File: src/sv/bc1d_pkg.sv
// bc1d_pkg: shared types and helpers for the bc1 color block decoder
// holds the palette entry types, queue sizing and the 565 widening function
// no dependencies
package bc1d_pkg;

    localparam int unsigned PIXELS      = 16;
    localparam int unsigned PIX_W       = $clog2(PIXELS);
    localparam int unsigned QUEUE_DEPTH = 2;
    localparam int unsigned QPTR_W      = $clog2(QUEUE_DEPTH);
    localparam int unsigned QCNT_W      = $clog2(QUEUE_DEPTH + 1);

    localparam logic [7:0] ALPHA_OPAQUE = 8'd255;
    localparam logic [7:0] ALPHA_CLEAR  = 8'd0;

    // reciprocal of three in 11 fractional bits, exact for sums up to 765
    localparam logic [10:0] RECIP3 = 11'd683;

    typedef struct packed {
        logic [7:0] red;
        logic [7:0] green;
        logic [7:0] blue;
        logic [7:0] alpha;
    } t_color;

    typedef struct packed {
        t_color [3:0] pal;
        logic [31:0]  index_bits;
    } t_entry;

    typedef struct packed {
        logic [7:0] r;
        logic [7:0] g;
        logic [7:0] b;
    } t_rgb;

    function automatic t_rgb widen565(input logic [15:0] c);
        t_rgb o;
        o.r = {c[15:11], c[15:13]};
        o.g = {c[10:5], c[10:9]};
        o.b = {c[4:0], c[4:2]};
        return o;
    endfunction

    function automatic logic [7:0] div3(input logic [9:0] x);
        logic [20:0] p;
        p = 21'(x) * 21'(RECIP3);
        return p[18:11];
    endfunction

endpackage

File: src/sv/bc1d_front.sv
// bc1d_front: classifies a block as three or four color and builds its palette
// depends on bc1d_pkg
module bc1d_front import bc1d_pkg::*; (
    input  logic [15:0] i_endpoint_a,
    input  logic [15:0] i_endpoint_b,
    input  logic [31:0] i_index_bits,
    input  logic        i_punchthrough,
    output t_entry      o_entry
);

    t_rgb       e0;
    t_rgb       e1;
    logic       three;
    logic [7:0] mix2_r, mix2_g, mix2_b;
    logic [7:0] mix3_r, mix3_g, mix3_b;
    logic [8:0] avg_r, avg_g, avg_b;

    assign e0    = widen565(i_endpoint_a);
    assign e1    = widen565(i_endpoint_b);
    assign three = i_punchthrough && (i_endpoint_a <= i_endpoint_b);

    assign avg_r = 9'(e0.r) + 9'(e1.r);
    assign avg_g = 9'(e0.g) + 9'(e1.g);
    assign avg_b = 9'(e0.b) + 9'(e1.b);

    assign mix2_r = div3({1'b0, e0.r, 1'b0} + 10'(e1.r));
    assign mix2_g = div3({1'b0, e0.g, 1'b0} + 10'(e1.g));
    assign mix2_b = div3({1'b0, e0.b, 1'b0} + 10'(e1.b));
    assign mix3_r = div3(10'(e0.r) + {1'b0, e1.r, 1'b0});
    assign mix3_g = div3(10'(e0.g) + {1'b0, e1.g, 1'b0});
    assign mix3_b = div3(10'(e0.b) + {1'b0, e1.b, 1'b0});

    always_comb begin
        o_entry.index_bits = i_index_bits;
        o_entry.pal[0] = '{red: e0.r, green: e0.g, blue: e0.b, alpha: ALPHA_OPAQUE};
        o_entry.pal[1] = '{red: e1.r, green: e1.g, blue: e1.b, alpha: ALPHA_OPAQUE};
        if (three) begin
            o_entry.pal[2] = '{red: avg_r[8:1], green: avg_g[8:1], blue: avg_b[8:1],
                               alpha: ALPHA_OPAQUE};
            o_entry.pal[3] = '{red: 8'd0, green: 8'd0, blue: 8'd0, alpha: ALPHA_CLEAR};
        end else begin
            o_entry.pal[2] = '{red: mix2_r, green: mix2_g, blue: mix2_b,
                               alpha: ALPHA_OPAQUE};
            o_entry.pal[3] = '{red: mix3_r, green: mix3_g, blue: mix3_b,
                               alpha: ALPHA_OPAQUE};
        end
    end

endmodule

File: src/sv/bc1d_queue.sv
// bc1d_queue: short queue of decoded palettes between front and back
// depends on bc1d_pkg
module bc1d_queue import bc1d_pkg::*; (
    input  logic   i_clk,
    input  logic   i_rst_n,
    input  logic   i_push,
    input  t_entry i_entry,
    input  logic   i_pop,
    output t_entry o_head,
    output logic   o_full,
    output logic   o_empty
);

    t_entry              r_mem [QUEUE_DEPTH];
    logic [QPTR_W-1:0]   r_wr_ptr, n_wr_ptr;
    logic [QPTR_W-1:0]   r_rd_ptr, n_rd_ptr;
    logic [QCNT_W-1:0]   r_count, n_count;

    assign o_full  = (r_count == QCNT_W'(QUEUE_DEPTH));
    assign o_empty = (r_count == '0);
    assign o_head  = r_mem[r_rd_ptr];

    always_comb begin
        n_wr_ptr = r_wr_ptr;
        n_rd_ptr = r_rd_ptr;
        n_count  = r_count;
        if (i_push) begin
            n_wr_ptr = (r_wr_ptr == QPTR_W'(QUEUE_DEPTH - 1)) ? '0 : r_wr_ptr + 1'b1;
        end
        if (i_pop) begin
            n_rd_ptr = (r_rd_ptr == QPTR_W'(QUEUE_DEPTH - 1)) ? '0 : r_rd_ptr + 1'b1;
        end
        if (i_push && !i_pop) begin
            n_count = r_count + 1'b1;
        end else if (!i_push && i_pop) begin
            n_count = r_count - 1'b1;
        end
    end

    always_ff @(posedge i_clk) begin
        if (!i_rst_n) begin
            r_wr_ptr <= '0;
            r_rd_ptr <= '0;
            r_count  <= '0;
        end else begin
            r_wr_ptr <= n_wr_ptr;
            r_rd_ptr <= n_rd_ptr;
            r_count  <= n_count;
        end
    end

    always_ff @(posedge i_clk) begin
        if (i_push) begin
            r_mem[r_wr_ptr] <= i_entry;
        end
    end

endmodule

File: src/sv/bc1d_back.sv
// bc1d_back: walks the sixteen indices of the head block and emits one pixel a cycle while the queue is not empty
// depends on bc1d_pkg
module bc1d_back import bc1d_pkg::*; (
    input  logic             i_clk,
    input  logic             i_rst_n,
    input  t_entry           i_head,
    input  logic             i_empty,
    output logic             o_pop,
    output logic             o_pixel_valid,
    output logic [7:0]       o_red,
    output logic [7:0]       o_green,
    output logic [7:0]       o_blue,
    output logic [7:0]       o_alpha,
    output logic [PIX_W-1:0] o_pixel_index,
    output logic             o_last_pixel
);

    logic [PIX_W-1:0] r_cnt, n_cnt;
    logic             r_valid;
    t_color           r_pix;
    logic [PIX_W-1:0] r_pix_idx;
    logic             r_last;
    logic [1:0]       sel;
    logic             last;

    assign sel   = i_head.index_bits[{r_cnt, 1'b0} +: 2];
    assign last  = (r_cnt == PIX_W'(PIXELS - 1));
    assign o_pop = !i_empty && last;
    assign n_cnt = i_empty ? r_cnt : r_cnt + 1'b1;

    always_ff @(posedge i_clk) begin
        if (!i_rst_n) begin
            r_cnt   <= '0;
            r_valid <= 1'b0;
        end else begin
            r_cnt   <= n_cnt;
            r_valid <= !i_empty;
        end
    end

    always_ff @(posedge i_clk) begin
        r_pix     <= i_head.pal[sel];
        r_pix_idx <= r_cnt;
        r_last    <= last;
    end

    assign o_pixel_valid = r_valid;
    assign o_red         = r_pix.red;
    assign o_green       = r_pix.green;
    assign o_blue        = r_pix.blue;
    assign o_alpha       = r_pix.alpha;
    assign o_pixel_index = r_pix_idx;
    assign o_last_pixel  = r_last;

endmodule

File: src/sv/bc1_color_block_decoder.sv
// bc1_color_block_decoder: top level of the bc1 color block decoder
// depends on bc1d_pkg, bc1d_front, bc1d_queue, bc1d_back
//
// usage:
//   a block (two 565 endpoints and 32 index bits) is taken at a clock edge
//   with start high and busy low. the front builds the four-entry palette in
//   the accepting cycle and writes it into a two-deep queue; busy is high
//   while that queue is full.
//   the back reads the head block and puts out sixteen rgba pixels in raster
//   order, one per cycle, each marked by o_pixel_valid for one cycle, with
//   o_last_pixel on the sixteenth. the receiver cannot stall the output.
//   with the back idle, the block is read straight from the queue head, and
//   each pixel passes through the back's output register. the back emits one
//   pixel per cycle; blocks may be started back to back while earlier ones
//   drain. punchthrough mode is written through the cfg channel (always
//   ready) and resets to 1. reset empties the queue and drops any pending
//   pixels.
module bc1_color_block_decoder import bc1d_pkg::*; (
    input  logic        i_clk,
    input  logic        i_rst_n,
    input  logic        start,
    output logic        busy,
    input  logic [15:0] i_endpoint_a,
    input  logic [15:0] i_endpoint_b,
    input  logic [31:0] i_index_bits,
    input  logic        i_cfg_valid,
    output logic        o_cfg_ready,
    input  logic        i_cfg_data,
    output logic        o_pixel_valid,
    output logic [7:0]  o_red,
    output logic [7:0]  o_green,
    output logic [7:0]  o_blue,
    output logic [7:0]  o_alpha,
    output logic [3:0]  o_pixel_index,
    output logic        o_last_pixel
);

    logic   r_punch;
    t_entry front_entry;
    t_entry head;
    logic   q_full;
    logic   q_empty;
    logic   pop;
    logic   push;

    assign o_cfg_ready = 1'b1;
    assign busy        = q_full;
    assign push        = start && !q_full;

    always_ff @(posedge i_clk) begin
        if (!i_rst_n) begin
            r_punch <= 1'b1;
        end else if (i_cfg_valid && o_cfg_ready) begin
            r_punch <= i_cfg_data;
        end
    end

    bc1d_front u_front (
        .i_endpoint_a   (i_endpoint_a),
        .i_endpoint_b   (i_endpoint_b),
        .i_index_bits   (i_index_bits),
        .i_punchthrough (r_punch),
        .o_entry        (front_entry)
    );

    bc1d_queue u_queue (
        .i_clk   (i_clk),
        .i_rst_n (i_rst_n),
        .i_push  (push),
        .i_entry (front_entry),
        .i_pop   (pop),
        .o_head  (head),
        .o_full  (q_full),
        .o_empty (q_empty)
    );

    bc1d_back u_back (
        .i_clk         (i_clk),
        .i_rst_n       (i_rst_n),
        .i_head        (head),
        .i_empty       (q_empty),
        .o_pop         (pop),
        .o_pixel_valid (o_pixel_valid),
        .o_red         (o_red),
        .o_green       (o_green),
        .o_blue        (o_blue),
        .o_alpha       (o_alpha),
        .o_pixel_index (o_pixel_index),
        .o_last_pixel  (o_last_pixel)
    );

endmodule
File: config.mk
export PLATFORM = sky130hd
export DESIGN_NAME = bc1_color_block_decoder
export DESIGN_NICKNAME = d
export VERILOG_FILES = /design/src/sv/bc1d_pkg.sv /design/src/sv/bc1d_front.sv /design/src/sv/bc1d_queue.sv /design/src/sv/bc1d_back.sv /design/src/sv/bc1_color_block_decoder.sv
export SDC_FILE = /design/constraint.sdc
export NUM_CORES = 1
export LEC_CHECK = 0
export BUFFER_PORTS_ARGS = -buffer_cell sky130_fd_sc_hd__buf_4
export CORE_MARGIN = 4
export CORE_UTILIZATION = 47
export DETAILED_ROUTE_END_ITERATION = 8
export PLACE_DENSITY = 0.6
export RECOVER_POWER = 50
export SLEW_MARGIN = 20
export SYNTH_ARGS = -nofsm -noshare
export SYNTH_HDL_FRONTEND = slang
export SYNTH_SLANG_ARGS = --single-unit
File: constraint.sdc
create_clock -name i_clk -period 8.1 [get_ports i_clk]
set_input_delay 2.025 -clock i_clk [delete_from_list [all_inputs] [get_ports i_clk]]
set_output_delay 2.025 -clock i_clk [all_outputs]
set_load 0.005 [all_outputs]
# After elaboration in Yosys (flattened, before gate mapping)
# Memories as Yosys holds them, arrays and structs flattened. A register that Yosys moved wholly into a read port is not among the register bits.
# Index checks and enable logic that the tools add are counted.
[totals] ff_bits=47 ram_bits=288 output_inout_bits=40 word_cells=60 mem_count=1
[op_classes] addsub=14 mul=6 magnitude_cmp=2 eq_ne=2 n_shift=1 muxes=11 reduce_logical=11
[mem_list] memory="u_queue.r_mem" words=2 word_bits=144 rd=1 rd_ports_with_merged_regs=1 write_ports=1 line="bc1d_queue.sv:14" rtl="t_entry r_mem [QUEUE_DEPTH];"
[op_table] cell="multiplier 10 x 10 -> 19 bit, second input constant" count=6
[op_table] cell="binary-select mux 32 bit (select 2 bit)" count=1
[op_table] cell="two-way mux 64 bit" count=1
[op_table] cell="two-way mux 32 bit" count=1
[op_table] cell="indexed part select 32 x 6 -> 2 bit" count=1
[op_table] cell="adder 8 x 9 -> 10 bit" count=3
[op_table] cell="adder 9 x 8 -> 10 bit" count=3
[op_table] cell="adder 8 x 8 -> 9 bit" count=3
[op_table] cell="less-or-equal comparator 16 bit" count=1
[op_table] cell="two-way mux 1 bit" count=6
[op_table] cell="logical AND 1 bit" count=5
[op_table] cell="adder 4 x 1 -> 4 bit, second input constant" count=1
[op_table] cell="== test 4 bit, second input constant" count=1
[op_table] cell="zero test 1 bit" count=4
[op_table] cell="two-way mux 2 bit" count=2
[op_table] cell="< comparator 2 x 3 -> 1 bit, second input constant" count=1
[op_table] cell="adder 1 bit, second input constant" count=2
[op_table] cell="adder 2 x 1 -> 2 bit, second input constant" count=1
[op_table] cell="== test 2 bit, second input constant" count=1
[op_table] cell="zero test 2 bit" count=1
[op_table] cell="nonzero test 2 bit" count=1
[op_table] cell="subtractor 2 x 1 -> 2 bit, second input constant" count=1

# Longest topological paths before layout
[logic_depth] depth_word=7 ltp_mapped=26 ltp_nobuf=26

# Cells and area by module
# From an unflattened synthesis, not the netlist that was laid out.
[unflattened] cells_unflattened=2329 hier_area_um2=28170.8
[by_module_without_submodules] module="bc1d_front" instances=1 cells_each=1526 area_per_inst_um2=13449.1 seq_area_each_um2=0.0
[by_module_without_submodules] module="bc1d_queue" instances=1 cells_each=520 area_per_inst_um2=12167.9 seq_area_each_um2=9709.3
[by_module_without_submodules] module="bc1d_back" instances=1 cells_each=277 area_per_inst_um2=2502.4 seq_area_each_um2=840.8
[by_module_without_submodules] module="bc1_color_block_decoder" instances=1 cells_each=6 area_per_inst_um2=51.3 seq_area_each_um2=20.0

# Worst setup path before layout
# OpenSTA, ideal clock, no wires.
[synth_path] path_kind="input to register" from="input port i_endpoint_a[14]" to="memory u_queue.r_mem[0][109] (netlist name) (data pin)" arrival_ns=7.279 path_slack_ns=0.550 cell_stages=23 path_buffers=0 path_cell_list="ha_1 > a21o_1 > a21oi_1 > o21bai_1 > a21oi_1 > o21ai_0 > xnor2_1 > inv_1 > ha_1 > ha_1 > fa_1 > fa_1 > inv_1 > fa_1 > inv_1 > ha_1 > a21oi_1 > nand3_1 > o31ai_1 > nand2_1 > or3_1 > nand4_1 > o21ai_0"
[synth_rtl] item="start: declaration" line="bc1_color_block_decoder.sv:23" rtl="input logic [15:0] i_endpoint_a,"
[synth_rtl] item="end: declaration" line="bc1d_queue.sv:14"

==> flow_summary.toml <==
[outcome]
status = "finished, violations left"
violations = "max-capacitance violations, max-slew violations"

[worst_setup_path]
path_cells = "clkbuf_1 > ha_1 > nand2_1 > nand2_1 > a21oi_1 > o21bai_1 > a21oi_1 > o21bai_1 > xnor2_1 > ha_1 > ha_1 > fa_1 > fa_1 > inv_1 > fa_1 > inv_1 > ha_1 > and4_1 > a21oi_1 > a31oi_1 > a221oi_1 > xor2_1 > nor2_1"
ff2ff_path_depth = 5
cp_top_family = "adder cells"
path_buf_inv = 3
path_class = "in2reg"
endpoint_kind = "flop"
critical_path.max_fanout = 9
crit_required_ns = 8.38
rrSetupSlack_ns = 1.81
crit_top_cell = "ha_1"
cp_slowest_stage_delay_ns = 0.54
r2r_end = "u_back.o_red[1]$_DFF_P_"
cp-startpoint = "i_endpoint_a[15]"
critPathArrivalTime_ns = 7.90
cp-start-kind = "primary input"
crit_path_top_delay_cell = "fa_1"

[sta]
timing.final.crit_period_ns = 7.62
min_period_over_period_pct = 94.0
worst_hold_slack_ns = 0.481
skew_ns = 0.0267
rsz0062_at_grt = "false"
slew_headroom_pct = -134
worst_slew_pin_slew_ns = 3.50
setup_viol = 0
slew_violations = 271
fmax_ghz = 0.131
hold_viol = 0

[yosys]
yosysSeqAreaShare_pct = 32.7
synth.net_count = 2665
synth-xor-area-share_pct = 5.30
synth_simple_gate_area_share_pct = 4.99
synthMuxAreaShare_pct = 8.76
synth_compound_area_share_pct = 9.35
synth_top_family_by_area = "adder cells"
synthAdderAreaFrac_pct = 33.0
synth_area_mm2 = 0.0233
synthCells = 2059
synth.distinct_cells = 67
synth-seq-cells = 267
synth_enable_flop_cells = 226
synthArstFlopShare_pct = 0
avgSynthCellArea_um2 = 11.3
yosysWarnings = 0
synth_flop_cell = "edfxtp_1"

[global_route]
first_global_vias = 16300
grt_pass1_wl_um = 83400
grt_antenna_before_repair = 0
grt.total_usage_pct = 19.1
grt-ovfl-total = 0
grt_max_degree = 92

[route]
ant_nets = 0
vias = 15500
first_pass_iters = 5
drtIter0Drc = 816
post_drt_wl_per_cell_um = 17.7
drt-total-wl_um = 50700
remaining_drc_errors = 0
viasPerCell = 5.39

[clock_tree]
tritoncts = "yes"
cts_resized = 0
clock_sinks = 267
root_buffer = "clkbuf_16"
cts_inserted_buffers = 28
postCtsHoldBufs = 0
post-cts-setup-buffer-count = 0
htreeDepth = 1
clockBufferDepth = 3
clkLatencyLatePin_ns = 0.57
clk_pin_slew_ns = 0.06

[floorplanning]
die_x_um = 231
core_area_mm2 = 0.0490
initial_core_util_pct = 47.6
top_level_ports = 109
rows = 81
dieArea_mm2 = 0.0532
die_y_um = 231

[layout]
antenna_cells = 0
num-fill-cells = 4300
layout_common_cells = "409 x ha_1, 299 x inv_1, 226 x edfxtp_1"
syn2layout_area_growth_pct = 10.5
drive_above_1_share_pct = 7.81
final_common_cell = "ha_1"
final_nets = 2786

[run]
drv_cap = 5

[placed_design]
port_buffers = 107
hpwl_um = 40100
gp_congestion = 0.855

[min_path]
hold_path_class = "reg2reg"
hold_end = "u_back.o_alpha[6]$_DFF_P_"
whs_path_depth = 2
min_from = "u_queue.r_mem[0][119]$_DFFE_PP_"
-- worst max-delay path by stage --
stage / endpoint / slack (ns) / cells after the start
floorplan: u_queue.r_mem[0][109]$_DFFE_PP_ / 0.55 / 23
global placement: u_queue.r_mem[0][94]$_DFFE_PP_ / 0.16 / 27
detailed placement: u_queue.r_mem[1][94]$_DFFE_PP_ / -0.009 / 27
CTS: u_queue.r_mem[0][94]$_DFFE_PP_ / 0.58 / 27
global route: u_queue.r_mem[1][109]$_DFFE_PP_ / 0.11 / 24
finish: u_queue.r_mem[0][142]$_DFFE_PP_ / 0.48 / 23
-- final cells by class --
type,count,area (um2),share of cell area (%)
Clock buffer,40,817,3.17
Clock inverter,12,194,0.753
Inverter,300,1130,4.38
Multi-Input combinational cell,1446,14300,55.6
Sequential cell,267,7610,29.6
Tap cell,664,831,3.23
Timing Repair Buffer,137,853,3.32
-- sequential cells by signal, indices dropped and copies added, names as in the netlist, named ones only --
register / cells
r_punch: 1
u_back.o_alpha: 1
u_back.o_blue: 8
u_back.o_green: 8
u_back.o_last_pixel: 1
u_back.o_pixel_index: 4
u_back.o_pixel_valid: 1
u_back.o_red: 8
u_back.r_cnt: 4
u_queue.r_count: 2
u_queue.r_mem: 226
u_queue.r_rd_ptr: 1
u_queue.r_wr_ptr: 1
-- cell families (layout without fill, tap and decap cells) --
kind of cell	Yosys count	count (layout)
compound gates	340	340
xor+xnor	141	141
fa+ha+maj	537	537
buf+inv	346	489
flops	267	267
mux	187	187
other cells	1	1
simple gates	240	240
-- Yosys cell counts, drive strengths merged (13+ instances only) --
cell | instances | share of area, %
nand2 | 66 | 1.1
edfxtp | 226 | 29
o211ai | 13 | 0.42
o21ai | 60 | 1.3
o21bai | 22 | 0.71
xnor2 | 90 | 3.4
fa | 128 | 11
a31oi | 19 | 0.51
xor2 | 51 | 1.9
nand3 | 21 | 0.45
ha | 409 | 22
nor2b | 14 | 0.38
a21oi | 102 | 2.2
a21o | 46 | 1.5
buf | 23 | 0.71
mux2 | 24 | 1.2
clkbuf | 23 | 0.37
dfxtp | 41 | 3.5
inv | 300 | 4.8
mux2i | 153 | 6.6
and2 | 14 | 0.38
nor2 | 65 | 1.0
-- routing by layer --
metal  up-vias  track usage, %  share of wire, %
li1       7526               -                 -
met4         0            4.12               2.2
met3        68            2.11               3.3
met5         -               0                 0
met1      7571            25.9                46
met2       287            33.2                48
-- stage by stage --
stage          instance area (um2)  utilization [%]  setup slack, ns  std cells  setup TNS (ns)
6_report                     25700             52.6            0.482       2866               0
5_1_grt                      25700             52.6            0.109       2866               0
4_1_cts                      25900             53.0            0.579       2865               0
3_5_place_dp                 24900             50.9         -0.00859       2813         -0.0172
3_3_place_gp                 24900             50.9            0.162       2813               0
2_1_floorplan                23300                -            0.550       2059               0
-- worst register-to-register path, stage by stage, from the launching register on --
cell,delay (ns)
dfxtp_1,1.96
buf_4,0.63
clkbuf_1,2.52
mux2i_1,0.60
mux2i_1,0.33
mux2_2,0.18
Power is left out: the tool's default activity adds up to more than one toggle a clock period on the data nets, which glitch-free logic cannot reach.
